## config.mk

```make
export PLATFORM = sky130hd
export DESIGN_NAME = expression_token_lexer_unit
export DESIGN_NICKNAME = d
export VERILOG_FILES = /design/src/rtl/etl_pkg.sv /design/src/rtl/etl_fifo.sv /design/src/rtl/etl_step.sv /design/src/rtl/expression_token_lexer_unit.sv
export SDC_FILE = /design/constraint.sdc
export NUM_CORES = 1
export LEC_CHECK = 0
export ABC_AREA = 1
export BUFFER_PORTS_ARGS = -buffer_cell sky130_fd_sc_hd__buf_2
export CAP_MARGIN = 20
export CORE_MARGIN = 8
export CORE_UTILIZATION = 60
export CTS_CLUSTER_SIZE = 12
export DETAILED_ROUTE_END_ITERATION = 8
export PLACE_DENSITY = 0.78
export SLEW_MARGIN = 25
export SYNTH_ARGS = -nofsm -noshare
export SYNTH_HDL_FRONTEND = slang
export SYNTH_SLANG_ARGS = --single-unit
```

## constraint.sdc

```tcl
create_clock -name i_clk -period 7.43 [get_ports i_clk]
set_input_delay 0.3715 -clock i_clk [delete_from_list [all_inputs] [get_ports i_clk]]
set_output_delay 0.3715 -clock i_clk [all_outputs]
set_load 0.1 [all_outputs]
```

## src/rtl/etl_pkg.sv

```systemverilog
`timescale 1ns / 1ps

package etl_pkg;

    localparam int CHAR_BITS      = 16;
    localparam int NAME_BUF_CHARS = 8;
    localparam int NAME_IDX_BITS  = $clog2(NAME_BUF_CHARS);
    // length saturates at NAME_BUF_CHARS + 1
    localparam int NAME_LEN_BITS  = $clog2(NAME_BUF_CHARS + 2);
    localparam int TOK_BITS       = 5;
    localparam int FIFO_DEPTH     = 4;
    localparam int FIFO_PTR_BITS  = $clog2(FIFO_DEPTH);
    localparam int FIFO_CNT_BITS  = $clog2(FIFO_DEPTH + 1);

    typedef enum logic [2:0] {
        MODE_IDLE,
        MODE_IDENT,
        MODE_INT,
        MODE_FRAC,
        MODE_STR,
        MODE_ESC,
        MODE_ERROR
    } t_mode;

    typedef enum logic [1:0] {
        PEND_NONE,
        PEND_GT,
        PEND_LT,
        PEND_BANG
    } t_pend;

    typedef enum logic [1:0] {
        KIND_VALUE,
        KIND_TOKEN,
        KIND_ERROR
    } t_kind;

    localparam logic [1:0] ERR_ILLEGAL_CHAR = 2'd0;
    localparam logic [1:0] ERR_BAD_ESCAPE   = 2'd1;
    localparam logic [1:0] ERR_UNTERMINATED = 2'd2;

    localparam logic [TOK_BITS-1:0] TOK_END       = 5'd0;
    localparam logic [TOK_BITS-1:0] TOK_ID        = 5'd1;
    localparam logic [TOK_BITS-1:0] TOK_NUMBER    = 5'd2;
    localparam logic [TOK_BITS-1:0] TOK_STRING    = 5'd3;
    localparam logic [TOK_BITS-1:0] TOK_WORD_BASE = 5'd4;
    localparam logic [TOK_BITS-1:0] TOK_LPAREN    = 5'd14;
    localparam logic [TOK_BITS-1:0] TOK_RPAREN    = 5'd15;
    localparam logic [TOK_BITS-1:0] TOK_COMMA     = 5'd16;
    localparam logic [TOK_BITS-1:0] TOK_PLUS      = 5'd17;
    localparam logic [TOK_BITS-1:0] TOK_MINUS     = 5'd18;
    localparam logic [TOK_BITS-1:0] TOK_STAR      = 5'd19;
    localparam logic [TOK_BITS-1:0] TOK_SLASH     = 5'd20;
    localparam logic [TOK_BITS-1:0] TOK_AMP       = 5'd21;
    localparam logic [TOK_BITS-1:0] TOK_EQ        = 5'd22;
    localparam logic [TOK_BITS-1:0] TOK_GE        = 5'd23;
    localparam logic [TOK_BITS-1:0] TOK_GT        = 5'd24;
    localparam logic [TOK_BITS-1:0] TOK_NE        = 5'd25;
    localparam logic [TOK_BITS-1:0] TOK_LE        = 5'd26;
    localparam logic [TOK_BITS-1:0] TOK_LT        = 5'd27;

    localparam logic [CHAR_BITS-1:0] CH_TAB    = CHAR_BITS'(8'h09);
    localparam logic [CHAR_BITS-1:0] CH_SPACE  = CHAR_BITS'(" ");
    localparam logic [CHAR_BITS-1:0] CH_BANG   = CHAR_BITS'("!");
    localparam logic [CHAR_BITS-1:0] CH_DQUOTE = CHAR_BITS'(8'h22);
    localparam logic [CHAR_BITS-1:0] CH_DOLLAR = CHAR_BITS'("$");
    localparam logic [CHAR_BITS-1:0] CH_AMP    = CHAR_BITS'("&");
    localparam logic [CHAR_BITS-1:0] CH_SQUOTE = CHAR_BITS'(8'h27);
    localparam logic [CHAR_BITS-1:0] CH_LPAREN = CHAR_BITS'("(");
    localparam logic [CHAR_BITS-1:0] CH_RPAREN = CHAR_BITS'(")");
    localparam logic [CHAR_BITS-1:0] CH_STAR   = CHAR_BITS'("*");
    localparam logic [CHAR_BITS-1:0] CH_PLUS   = CHAR_BITS'("+");
    localparam logic [CHAR_BITS-1:0] CH_COMMA  = CHAR_BITS'(",");
    localparam logic [CHAR_BITS-1:0] CH_MINUS  = CHAR_BITS'("-");
    localparam logic [CHAR_BITS-1:0] CH_DOT    = CHAR_BITS'(".");
    localparam logic [CHAR_BITS-1:0] CH_SLASH  = CHAR_BITS'("/");
    localparam logic [CHAR_BITS-1:0] CH_DIG0   = CHAR_BITS'("0");
    localparam logic [CHAR_BITS-1:0] CH_DIG9   = CHAR_BITS'("9");
    localparam logic [CHAR_BITS-1:0] CH_SEMI   = CHAR_BITS'(";");
    localparam logic [CHAR_BITS-1:0] CH_LESS   = CHAR_BITS'("<");
    localparam logic [CHAR_BITS-1:0] CH_EQUAL  = CHAR_BITS'("=");
    localparam logic [CHAR_BITS-1:0] CH_MORE   = CHAR_BITS'(">");
    localparam logic [CHAR_BITS-1:0] CH_UPPA   = CHAR_BITS'("A");
    localparam logic [CHAR_BITS-1:0] CH_UPPZ   = CHAR_BITS'("Z");
    localparam logic [CHAR_BITS-1:0] CH_LBRACK = CHAR_BITS'("[");
    localparam logic [CHAR_BITS-1:0] CH_BSLASH = CHAR_BITS'(8'h5C);
    localparam logic [CHAR_BITS-1:0] CH_RBRACK = CHAR_BITS'("]");
    localparam logic [CHAR_BITS-1:0] CH_CASE   = CHAR_BITS'(8'h20);

    // reserved words, right-aligned ascii, last char in the low byte
    localparam int RES_COUNT = 10;
    localparam logic [8*NAME_BUF_CHARS-1:0] RES_WORDS [RES_COUNT] = '{
        "false", "true", "infinity", "nan", "defined",
        "div", "mod", "and", "or", "not"
    };
    localparam int RES_LEN [RES_COUNT] = '{5, 4, 8, 3, 7, 3, 3, 3, 2, 3};

    typedef struct packed {
        t_kind                 kind;
        logic [TOK_BITS-1:0]   tok;
        logic [CHAR_BITS-1:0]  vc;
        logic [1:0]            err;
        logic                  last;
    } t_result;

    typedef struct packed {
        t_mode                    mode;
        logic                     quote_single;
        t_pend                    pend;
        logic [NAME_LEN_BITS-1:0] name_len;
    } t_lex_state;

    typedef struct packed {
        logic [1:0] cnt;
        t_result    r0;
        t_result    r1;
    } t_push;

    typedef logic [NAME_BUF_CHARS-1:0][CHAR_BITS-1:0] t_name_buf;

    function automatic logic [7:0] res_char(input int w, input int i);
        logic [8*NAME_BUF_CHARS-1:0] word;
        word = RES_WORDS[w] >> (8 * (RES_LEN[w] - 1 - i));
        return word[7:0];
    endfunction

endpackage

```

## src/rtl/etl_fifo.sv

```systemverilog
`timescale 1ns / 1ps

module etl_fifo (
    input  logic                               i_clk,
    input  logic                               i_rst_n,
    input  etl_pkg::t_push                     i_push,
    input  logic                               i_pop,
    output etl_pkg::t_result                   o_head,
    output logic [etl_pkg::FIFO_CNT_BITS-1:0]  o_count
);

    etl_pkg::t_result                    r_mem [etl_pkg::FIFO_DEPTH];
    logic [etl_pkg::FIFO_PTR_BITS-1:0]   r_wr;
    logic [etl_pkg::FIFO_PTR_BITS-1:0]   r_rd;
    logic [etl_pkg::FIFO_CNT_BITS-1:0]   r_count;
    logic [etl_pkg::FIFO_PTR_BITS-1:0]   n_wr1;

    assign n_wr1   = r_wr + etl_pkg::FIFO_PTR_BITS'(1);
    assign o_head  = r_mem[r_rd];
    assign o_count = r_count;

    always_ff @(posedge i_clk) begin
        if (!i_rst_n) begin
            r_wr    <= '0;
            r_rd    <= '0;
            r_count <= '0;
        end else begin
            r_wr    <= r_wr + etl_pkg::FIFO_PTR_BITS'(i_push.cnt);
            r_rd    <= r_rd + etl_pkg::FIFO_PTR_BITS'(i_pop);
            r_count <= r_count + etl_pkg::FIFO_CNT_BITS'(i_push.cnt)
                       - etl_pkg::FIFO_CNT_BITS'(i_pop);
        end
    end

    always_ff @(posedge i_clk) begin
        if (i_push.cnt != 2'd0) begin
            r_mem[r_wr] <= i_push.r0;
        end
        if (i_push.cnt == 2'd2) begin
            r_mem[n_wr1] <= i_push.r1;
        end
    end

endmodule

```

## src/rtl/etl_step.sv

```systemverilog
`timescale 1ns / 1ps

module etl_step (
    input  etl_pkg::t_lex_state                i_state,
    input  etl_pkg::t_name_buf                 i_name_buf,
    input  logic [etl_pkg::CHAR_BITS-1:0]      i_ch,
    input  logic                               i_eoi,
    output etl_pkg::t_lex_state                o_state,
    output logic                               o_buf_we,
    output logic [etl_pkg::NAME_IDX_BITS-1:0]  o_buf_idx,
    output etl_pkg::t_push                     o_push
);

    typedef struct packed {
        logic               emit;
        etl_pkg::t_result   res;
        etl_pkg::t_mode     mode;
        etl_pkg::t_pend     pend;
        logic               quote_single;
        logic               ident;
    } t_start;

    function automatic etl_pkg::t_result mk_value(input logic [etl_pkg::CHAR_BITS-1:0] c);
        etl_pkg::t_result r;
        r      = '0;
        r.kind = etl_pkg::KIND_VALUE;
        r.vc   = c;
        return r;
    endfunction

    function automatic etl_pkg::t_result mk_token(input logic [etl_pkg::TOK_BITS-1:0] t);
        etl_pkg::t_result r;
        r      = '0;
        r.kind = etl_pkg::KIND_TOKEN;
        r.tok  = t;
        return r;
    endfunction

    function automatic etl_pkg::t_result mk_error(input logic [1:0] e);
        etl_pkg::t_result r;
        r      = '0;
        r.kind = etl_pkg::KIND_ERROR;
        r.err  = e;
        return r;
    endfunction

    function automatic logic is_space(input logic [etl_pkg::CHAR_BITS-1:0] c);
        return (c == etl_pkg::CH_SPACE) || (c == etl_pkg::CH_TAB);
    endfunction

    function automatic logic is_digit(input logic [etl_pkg::CHAR_BITS-1:0] c);
        return c inside {[etl_pkg::CH_DIG0 : etl_pkg::CH_DIG9]};
    endfunction

    function automatic logic is_name_char(input logic [etl_pkg::CHAR_BITS-1:0] c);
        return !(c inside {etl_pkg::CH_SPACE, etl_pkg::CH_TAB, etl_pkg::CH_BANG,
                           etl_pkg::CH_DOLLAR, etl_pkg::CH_AMP, etl_pkg::CH_STAR,
                           etl_pkg::CH_LPAREN, etl_pkg::CH_RPAREN, etl_pkg::CH_MINUS,
                           etl_pkg::CH_PLUS, etl_pkg::CH_EQUAL, etl_pkg::CH_LBRACK,
                           etl_pkg::CH_RBRACK, etl_pkg::CH_SEMI, etl_pkg::CH_DQUOTE,
                           etl_pkg::CH_SQUOTE, etl_pkg::CH_LESS, etl_pkg::CH_MORE,
                           etl_pkg::CH_COMMA, etl_pkg::CH_SLASH});
    endfunction

    function automatic logic [etl_pkg::CHAR_BITS-1:0] to_lower(
        input logic [etl_pkg::CHAR_BITS-1:0] c);
        if (c inside {[etl_pkg::CH_UPPA : etl_pkg::CH_UPPZ]}) begin
            return c + etl_pkg::CH_CASE;
        end
        return c;
    endfunction

    // first character of a token, from idle with nothing pending
    function automatic t_start start_char(input logic [etl_pkg::CHAR_BITS-1:0] c);
        t_start s;
        s              = '0;
        s.mode         = etl_pkg::MODE_IDLE;
        s.pend         = etl_pkg::PEND_NONE;
        if (is_space(c)) begin
            s.emit = 1'b0;
        end else if (is_digit(c)) begin
            s.mode = etl_pkg::MODE_INT;
            s.emit = 1'b1;
            s.res  = mk_value(c);
        end else if (is_name_char(c)) begin
            s.mode  = etl_pkg::MODE_IDENT;
            s.ident = 1'b1;
            s.emit  = 1'b1;
            s.res   = mk_value(c);
        end else begin
            s.emit = 1'b1;
            case (c)
                etl_pkg::CH_DQUOTE: begin
                    s.mode = etl_pkg::MODE_STR;
                    s.emit = 1'b0;
                end
                etl_pkg::CH_SQUOTE: begin
                    s.mode         = etl_pkg::MODE_STR;
                    s.quote_single = 1'b1;
                    s.emit         = 1'b0;
                end
                etl_pkg::CH_MORE: begin
                    s.pend = etl_pkg::PEND_GT;
                    s.emit = 1'b0;
                end
                etl_pkg::CH_LESS: begin
                    s.pend = etl_pkg::PEND_LT;
                    s.emit = 1'b0;
                end
                etl_pkg::CH_BANG: begin
                    s.pend = etl_pkg::PEND_BANG;
                    s.emit = 1'b0;
                end
                etl_pkg::CH_LPAREN: s.res = mk_token(etl_pkg::TOK_LPAREN);
                etl_pkg::CH_RPAREN: s.res = mk_token(etl_pkg::TOK_RPAREN);
                etl_pkg::CH_COMMA:  s.res = mk_token(etl_pkg::TOK_COMMA);
                etl_pkg::CH_PLUS:   s.res = mk_token(etl_pkg::TOK_PLUS);
                etl_pkg::CH_MINUS:  s.res = mk_token(etl_pkg::TOK_MINUS);
                etl_pkg::CH_STAR:   s.res = mk_token(etl_pkg::TOK_STAR);
                etl_pkg::CH_SLASH:  s.res = mk_token(etl_pkg::TOK_SLASH);
                etl_pkg::CH_AMP:    s.res = mk_token(etl_pkg::TOK_AMP);
                etl_pkg::CH_EQUAL:  s.res = mk_token(etl_pkg::TOK_EQ);
                default: begin
                    s.mode = etl_pkg::MODE_ERROR;
                    s.res  = mk_error(etl_pkg::ERR_ILLEGAL_CHAR);
                end
            endcase
        end
        return s;
    endfunction

    logic [etl_pkg::TOK_BITS-1:0] ident_tok;
    logic                         word_hit;
    t_start                       sc;
    logic                         use_start;
    logic                         a_v;
    etl_pkg::t_result             a_res;
    logic                         b_v;
    etl_pkg::t_result             b_res;
    etl_pkg::t_lex_state          base_state;
    logic [etl_pkg::CHAR_BITS-1:0] quote_ch;

    // reserved word match: length compare plus per-position compares in parallel;
    // a saturated length never equals a word length
    always_comb begin
        ident_tok = etl_pkg::TOK_ID;
        word_hit  = 1'b0;
        for (int w = etl_pkg::RES_COUNT - 1; w >= 0; w--) begin
            word_hit = (i_state.name_len == etl_pkg::NAME_LEN_BITS'(etl_pkg::RES_LEN[w]));
            for (int i = 0; i < etl_pkg::NAME_BUF_CHARS; i++) begin
                if (i < etl_pkg::RES_LEN[w] &&
                    to_lower(i_name_buf[i]) !=
                    etl_pkg::CHAR_BITS'(etl_pkg::res_char(w, i))) begin
                    word_hit = 1'b0;
                end
            end
            if (word_hit) begin
                ident_tok = etl_pkg::TOK_WORD_BASE + etl_pkg::TOK_BITS'(w);
            end
        end
    end

    assign sc       = start_char(i_ch);
    assign quote_ch = i_state.quote_single ? etl_pkg::CH_SQUOTE : etl_pkg::CH_DQUOTE;

    always_comb begin
        base_state              = '0;
        base_state.mode         = etl_pkg::MODE_IDLE;
        base_state.pend         = etl_pkg::PEND_NONE;

        o_state   = i_state;
        o_buf_we  = 1'b0;
        o_buf_idx = '0;
        use_start = 1'b0;
        a_v       = 1'b0;
        a_res     = '0;
        b_v       = 1'b0;
        b_res     = '0;

        if (i_eoi) begin
            o_state = base_state;
            case (i_state.mode)
                etl_pkg::MODE_ERROR: begin
                    a_v = 1'b0;
                end
                etl_pkg::MODE_STR: begin
                    a_v   = 1'b1;
                    a_res = mk_error(etl_pkg::ERR_UNTERMINATED);
                end
                etl_pkg::MODE_ESC: begin
                    a_v   = 1'b1;
                    a_res = mk_error(etl_pkg::ERR_BAD_ESCAPE);
                end
                etl_pkg::MODE_IDENT, etl_pkg::MODE_INT, etl_pkg::MODE_FRAC: begin
                    a_v   = 1'b1;
                    a_res = mk_token((i_state.mode == etl_pkg::MODE_IDENT) ?
                                     ident_tok : etl_pkg::TOK_NUMBER);
                    b_v   = 1'b1;
                    b_res = mk_token(etl_pkg::TOK_END);
                end
                default: begin
                    case (i_state.pend)
                        etl_pkg::PEND_BANG: begin
                            a_v   = 1'b1;
                            a_res = mk_error(etl_pkg::ERR_ILLEGAL_CHAR);
                        end
                        etl_pkg::PEND_GT: begin
                            a_v   = 1'b1;
                            a_res = mk_token(etl_pkg::TOK_GT);
                            b_v   = 1'b1;
                            b_res = mk_token(etl_pkg::TOK_END);
                        end
                        etl_pkg::PEND_LT: begin
                            a_v   = 1'b1;
                            a_res = mk_token(etl_pkg::TOK_LT);
                            b_v   = 1'b1;
                            b_res = mk_token(etl_pkg::TOK_END);
                        end
                        default: begin
                            a_v   = 1'b1;
                            a_res = mk_token(etl_pkg::TOK_END);
                        end
                    endcase
                end
            endcase
        end else begin
            case (i_state.mode)
                etl_pkg::MODE_ERROR: begin
                    a_v = 1'b0;
                end
                etl_pkg::MODE_IDENT: begin
                    if (is_name_char(i_ch)) begin
                        if (i_state.name_len < etl_pkg::NAME_LEN_BITS'(etl_pkg::NAME_BUF_CHARS)) begin
                            o_buf_we  = 1'b1;
                            o_buf_idx = i_state.name_len[etl_pkg::NAME_IDX_BITS-1:0];
                        end
                        if (i_state.name_len <= etl_pkg::NAME_LEN_BITS'(etl_pkg::NAME_BUF_CHARS)) begin
                            o_state.name_len = i_state.name_len + etl_pkg::NAME_LEN_BITS'(1);
                        end
                        a_v   = 1'b1;
                        a_res = mk_value(i_ch);
                    end else begin
                        a_v       = 1'b1;
                        a_res     = mk_token(ident_tok);
                        use_start = 1'b1;
                    end
                end
                etl_pkg::MODE_INT, etl_pkg::MODE_FRAC: begin
                    if (is_digit(i_ch)) begin
                        a_v   = 1'b1;
                        a_res = mk_value(i_ch);
                    end else if (i_ch == etl_pkg::CH_DOT &&
                                 i_state.mode == etl_pkg::MODE_INT) begin
                        o_state.mode = etl_pkg::MODE_FRAC;
                        a_v          = 1'b1;
                        a_res        = mk_value(i_ch);
                    end else begin
                        a_v       = 1'b1;
                        a_res     = mk_token(etl_pkg::TOK_NUMBER);
                        use_start = 1'b1;
                    end
                end
                etl_pkg::MODE_STR: begin
                    if (i_ch == quote_ch) begin
                        o_state.mode         = etl_pkg::MODE_IDLE;
                        o_state.quote_single = 1'b0;
                        a_v                  = 1'b1;
                        a_res                = mk_token(etl_pkg::TOK_STRING);
                    end else if (i_ch == etl_pkg::CH_BSLASH) begin
                        o_state.mode = etl_pkg::MODE_ESC;
                    end else begin
                        a_v   = 1'b1;
                        a_res = mk_value(i_ch);
                    end
                end
                etl_pkg::MODE_ESC: begin
                    a_v = 1'b1;
                    if (i_ch == etl_pkg::CH_BSLASH || i_ch == etl_pkg::CH_DQUOTE ||
                        i_ch == etl_pkg::CH_SQUOTE) begin
                        o_state.mode = etl_pkg::MODE_STR;
                        a_res        = mk_value(i_ch);
                    end else begin
                        o_state.mode = etl_pkg::MODE_ERROR;
                        a_res        = mk_error(etl_pkg::ERR_BAD_ESCAPE);
                    end
                end
                default: begin
                    o_state.pend = etl_pkg::PEND_NONE;
                    case (i_state.pend)
                        etl_pkg::PEND_GT: begin
                            a_v = 1'b1;
                            if (i_ch == etl_pkg::CH_EQUAL) begin
                                a_res = mk_token(etl_pkg::TOK_GE);
                            end else begin
                                a_res     = mk_token(etl_pkg::TOK_GT);
                                use_start = 1'b1;
                            end
                        end
                        etl_pkg::PEND_LT: begin
                            a_v = 1'b1;
                            if (i_ch == etl_pkg::CH_MORE) begin
                                a_res = mk_token(etl_pkg::TOK_NE);
                            end else if (i_ch == etl_pkg::CH_EQUAL) begin
                                a_res = mk_token(etl_pkg::TOK_LE);
                            end else begin
                                a_res     = mk_token(etl_pkg::TOK_LT);
                                use_start = 1'b1;
                            end
                        end
                        etl_pkg::PEND_BANG: begin
                            a_v = 1'b1;
                            if (i_ch == etl_pkg::CH_EQUAL) begin
                                a_res = mk_token(etl_pkg::TOK_NE);
                            end else begin
                                o_state.mode = etl_pkg::MODE_ERROR;
                                a_res        = mk_error(etl_pkg::ERR_ILLEGAL_CHAR);
                            end
                        end
                        default: begin
                            use_start = 1'b1;
                        end
                    endcase
                end
            endcase

            if (use_start) begin
                o_state.mode         = sc.mode;
                o_state.pend         = sc.pend;
                o_state.quote_single = sc.quote_single;
                o_state.name_len     = sc.ident ? etl_pkg::NAME_LEN_BITS'(1) : '0;
                if (sc.ident) begin
                    o_buf_we  = 1'b1;
                    o_buf_idx = '0;
                end
                b_v   = sc.emit;
                b_res = sc.res;
            end
        end
    end

    // pack the up to two results in order, marking the final one
    always_comb begin
        o_push = '0;
        if (a_v) begin
            o_push.r0      = a_res;
            o_push.r1      = b_res;
            o_push.cnt     = b_v ? 2'd2 : 2'd1;
            o_push.r0.last = !b_v;
            o_push.r1.last = b_v;
        end else begin
            o_push.r0      = b_res;
            o_push.cnt     = b_v ? 2'd1 : 2'd0;
            o_push.r0.last = b_v;
        end
    end

endmodule

```

## src/rtl/expression_token_lexer_unit.sv

```systemverilog
`timescale 1ns / 1ps
// with the result queue empty, the first result of a character is shown on the master side
//   in the cycle after the character is taken, and a second result once the first is taken
// throughput: one character per cycle unless the input stalls; a character that yields two
//   results sends them out in turn, and the 4-entry result queue absorbs the difference
// input stalls only while the result queue holds more than two results
// reset (synchronous, active low) returns the lexer to idle and empties the queue;
//   the name buffer is not cleared and is only read where it was written

module expression_token_lexer_unit (
    input  logic        i_clk,
    input  logic        i_rst_n,
    // input characters
    input  logic        s_axis_tvalid,
    output logic        s_axis_tready,
    input  logic [15:0] s_axis_tdata,   // [15:0] ch
    input  logic        s_axis_tlast,   // end_of_input
    // result stream
    output logic        m_axis_tvalid,
    input  logic        m_axis_tready,
    output logic [23:0] m_axis_tdata,   // [4:0] token_type, [20:5] value_char,
                                        // [22:21] error_code, [23] zero
    output logic [1:0]  m_axis_tuser,   // [1:0] item_kind
    output logic        m_axis_tlast    // last result of the character
);

    // lexer state: mode, quote kind, pending operator symbol, name length
    etl_pkg::t_lex_state                r_state;
    etl_pkg::t_lex_state                n_state;
    // identifier characters kept for reserved word matching
    etl_pkg::t_name_buf                 r_name_buf;

    logic                               in_accept;
    logic                               buf_we;
    logic [etl_pkg::NAME_IDX_BITS-1:0]  buf_idx;
    etl_pkg::t_push                     step_push;
    etl_pkg::t_push                     fifo_push;
    etl_pkg::t_result                   head;
    logic [etl_pkg::FIFO_CNT_BITS-1:0]  fifo_count;
    logic                               out_pop;

    // room for the worst case of two results from the next character
    assign s_axis_tready = (fifo_count <=
                            etl_pkg::FIFO_CNT_BITS'(etl_pkg::FIFO_DEPTH - 2));
    assign in_accept     = s_axis_tvalid && s_axis_tready;

    // whole transition for one character, short combinational path
    etl_step u_step (
        .i_state    (r_state),
        .i_name_buf (r_name_buf),
        .i_ch       (s_axis_tdata),
        .i_eoi      (s_axis_tlast),
        .o_state    (n_state),
        .o_buf_we   (buf_we),
        .o_buf_idx  (buf_idx),
        .o_push     (step_push)
    );

    // results only enter the queue for a taken request
    always_comb begin
        fifo_push = step_push;
        if (!in_accept) begin
            fifo_push.cnt = 2'd0;
        end
    end

    always_ff @(posedge i_clk) begin
        if (!i_rst_n) begin
            r_state <= '{mode: etl_pkg::MODE_IDLE, quote_single: 1'b0,
                         pend: etl_pkg::PEND_NONE, name_len: '0};
        end else if (in_accept) begin
            r_state <= n_state;
        end
    end

    // name buffer: payload only, no reset
    always_ff @(posedge i_clk) begin
        if (in_accept && buf_we) begin
            r_name_buf[buf_idx] <= s_axis_tdata;
        end
    end

    // result queue doubles as the output register
    etl_fifo u_fifo (
        .i_clk   (i_clk),
        .i_rst_n (i_rst_n),
        .i_push  (fifo_push),
        .i_pop   (out_pop),
        .o_head  (head),
        .o_count (fifo_count)
    );

    assign m_axis_tvalid = (fifo_count != '0);
    assign out_pop       = m_axis_tvalid && m_axis_tready;
    assign m_axis_tdata  = {1'b0, head.err, head.vc, head.tok};
    assign m_axis_tuser  = head.kind;
    assign m_axis_tlast  = head.last;

endmodule

```

==> results.yml <==
run_status:
  status: "finished, final reports clean"
floorplan:
  start_util_pct: 61.29
  die_area_um2: 28250
  rows: 55
  fp.dieH_um: 168.1
  num_io_pins: 50
  core_area_um2: 22640
  die_w_um: 168.1
synth:
  yosysWarningCount: 0
  synth_top_area_cell: "edfxtp_1"
  syn-num-nets: 1693
  synth_area_leaders: "edfxtp_1, nand2_1, nor2_1, nand3_1, inv_1"
  synth_edf_count: 224
  synth_seq_area_share_pct: 52.08
  syn_area_per_cell_um2: 8.430
  synthTopCellsByCount: "nand2_1, nor2_1, edfxtp_1, nand3_1, inv_1"
  postSynth.asyncResetShare_pct: 0
  synth-seq-cells: 249
  syn_area_um2: 13880
  synth_flop_cell: "edfxtp_1"
  netlist.area_leader.share_pct: 48.48
  yosys.cell_count.top_type: "nand2_1"
  synth_cell_types: 52
  netlist_instances: 1646
placement:
  globalplace.congestion: 0.9490
  place_area_um2: 14400
  dp_hpwl_um: 28830
  portBuffers: 48
global_routing:
  grt_usage_pct: 27.61
  overflow: 0
  grt_max_degree: 65
  grt_pass1_vias: 11100
  grt_pass1_wl_um: 61240
  antenna_found_initial: 0
hold_path:
  hp-class: "primary input to flop"
  min_from: "i_rst_n"
clocking:
  cts-root-buf: "clkbuf_16"
  cts_buffers: 26
  clk_pin_slew_worst_paths_ns: 0.06
  cts_tree: "done"
  cts_hold_repair.buffers: 0
  cts_resized: 0
  cts_buffer_depth: 3
  post-cts-setup-buffer-count: 0
  worst_skew_pair.late_latency_ns: 0.53
  htree_levels: 1
  cts.sinks: 249
power:
  ir_drop_mv: 0.2612
  power_density_nw_per_um2: 342.0
  p_comb_share_pct: 41.3
  intPower_mw: 2.841
  p_clk_share_pct: 23.9
  seq_power_share_pct: 34.9
  power.switching_mw: 2.361
  switching_share_pct: 45.39
  p_leak_nw: 6.161
sta:
  setup_violations: 0
  max_freq_mhz: 211.3
  hold_violations: 0
  tightest_slew_ns: 0.9024
  min_period_over_period_pct: 63.71
  period_needed_ns: 4.733
  max_slew_margin_pct: 39.21
  slew_violations: 0
  rsz0062_at_grt: "no"
  finalSetupTns_ns: 0
  skew_ns: 0.01580
setup_path:
  path_delay_family: "simple AND/OR/NAND/NOR gates"
  crit_slowest_cell: "nor2_1"
  r2r-start: "r_state[9]"
  timing.critical_path.from: "r_state[9]"
  arrival_ns: 4.89
  reg2reg_slack_ns: 2.70
  crit_fanout: 24
  crit_type: "flop to flop"
  cp_num_buf_inv: 6
  worstSetupEndpointType: "flop"
  worstPathCellList: "inv_1 > nor3_2 > inv_1 > a21oi_1 > a211oi_1 > nor2_1 > inv_2 > ha_1 > inv_1 > nor2_1 > nor2_1 > nor2_1 > buf_4 > inv_1 > nand2_2"
  worstPathRequired_ns: 7.59
  slowest_delay_ns: 0.64
  critPathLaunchType: "flop"
cells_and_area:
  final_area_um2: 15210
  seqCellArea_um2: 7227
  fin_util_pct: 67.19
  diodes: 0
  nets: 1738
  multi_input_area_um2: 5688
  n_fill_cell: 1844
  drive_gt1_share_pct: 10.60
  syn2layout_area_growth_pct: 9.630
route:
  wirelength_um: 39930
  drt_pre_antenna_iters: 5
  viasPerCell: 5.982
  drtIter0Drc: 1466
  ant_nets: 0
  vias: 11920
  drc_errors: 0
  routedWlPerCell_um: 20.03
flow_run:
  cap_violations: 0
[final timing paths]
path / to / cells past startpoint
setup reg to reg: u_fifo.r_mem[0][15] / 15
setup / recovery: u_fifo.r_mem[0][15] / 15
hold reg to reg: r_state[6] / 2
hold / removal: u_fifo.r_rd[0] / 3
[stage by stage]
step	std cells	hold slack, ns	power, mW	setup slack, ns
final	1993	0.1689	5.202	2.697
after global routing	1993	0.1795	5.404	2.262
after CTS	1993	0.1705	5.186	2.499
after detailed placement	1948	0.4857	3.960	2.082
after global placement	1948	0.4794	3.932	2.212
after floorplan	1646	0.4489	3.531	3.600
[power groups by stage]
stage          sequential, mW  clock (mW)  combinational, mW
2_1_floorplan            1.82           0               1.71
3_3_place_gp             1.84           0               2.09
3_5_place_dp             1.84           0               2.12
4_1_cts                  1.81        1.25               2.13
5_1_grt                  1.83        1.31               2.27
6_report                 1.81        1.24               2.15
[routing by layer]
layer	wire [um]	GRT usage [%]
met4	1015	7.997
met2	17360	41.40
met5	0	0
met3	4711	6.805
met1	16840	39.18
[state kept, by name (all words and copies together) (netlist names)]
| name | count |
|---|---|
| r_name_buf | 128 |
| u_fifo.r_mem | 104 |
| r_state | 10 |
| u_fifo.o_count | 3 |
| u_fifo.r_rd | 2 |
| u_fifo.r_wr | 2 |
[final cells by class]
type	instances	share of cell area (%)
clock buffer	39	4.935
clock inverter	6	0.3372
inverter	198	4.919
multi-input combinational	1148	37.39
sequential	249	47.51
tap	285	2.344
timing repair buffer	68	2.566
[layout by cell type (no fill, tap or decap), types with 9 or more instances in the layout]
cell and n:
inv_1 173, nand4_1 35, dfxtp_1 25, nand2_1 355, buf_2 48, o21ai_0 85
nor3_4 12, nor4_1 10, edfxtp_1 224, ha_1 25, a21oi_1 32, clkbuf_1 9
inv_2 24, nand3_1 184, nor2_1 260, buf_4 20, o21ai_1 14, clkbuf_16 27
nor3_1 27, o22ai_1 26
[cell families (layout without fill, tap and decap cells)]
| group | Yosys count | count (layout) | share of synthesized area [%] |
|---|---|---|---|
| other | 1 | 1 | 0.02703 |
| xor gates and xnor gates | 7 | 7 | 0.4418 |
| adders and majority gates | 26 | 26 | 2.399 |
| DFF | 249 | 249 | 52.08 |
| buffers and inverters | 249 | 311 | 7.033 |
| and+or+nand+nor | 929 | 929 | 30.54 |
| AOI/OAI and AO/OA | 185 | 185 | 7.475 |
[worst min-delay path, stage by stage]
cell and delay (ns):
buf_2 0.17, nand2_1 0.07, inv_1 0.03
Note: power is estimated with default switching activity, not from simulation.
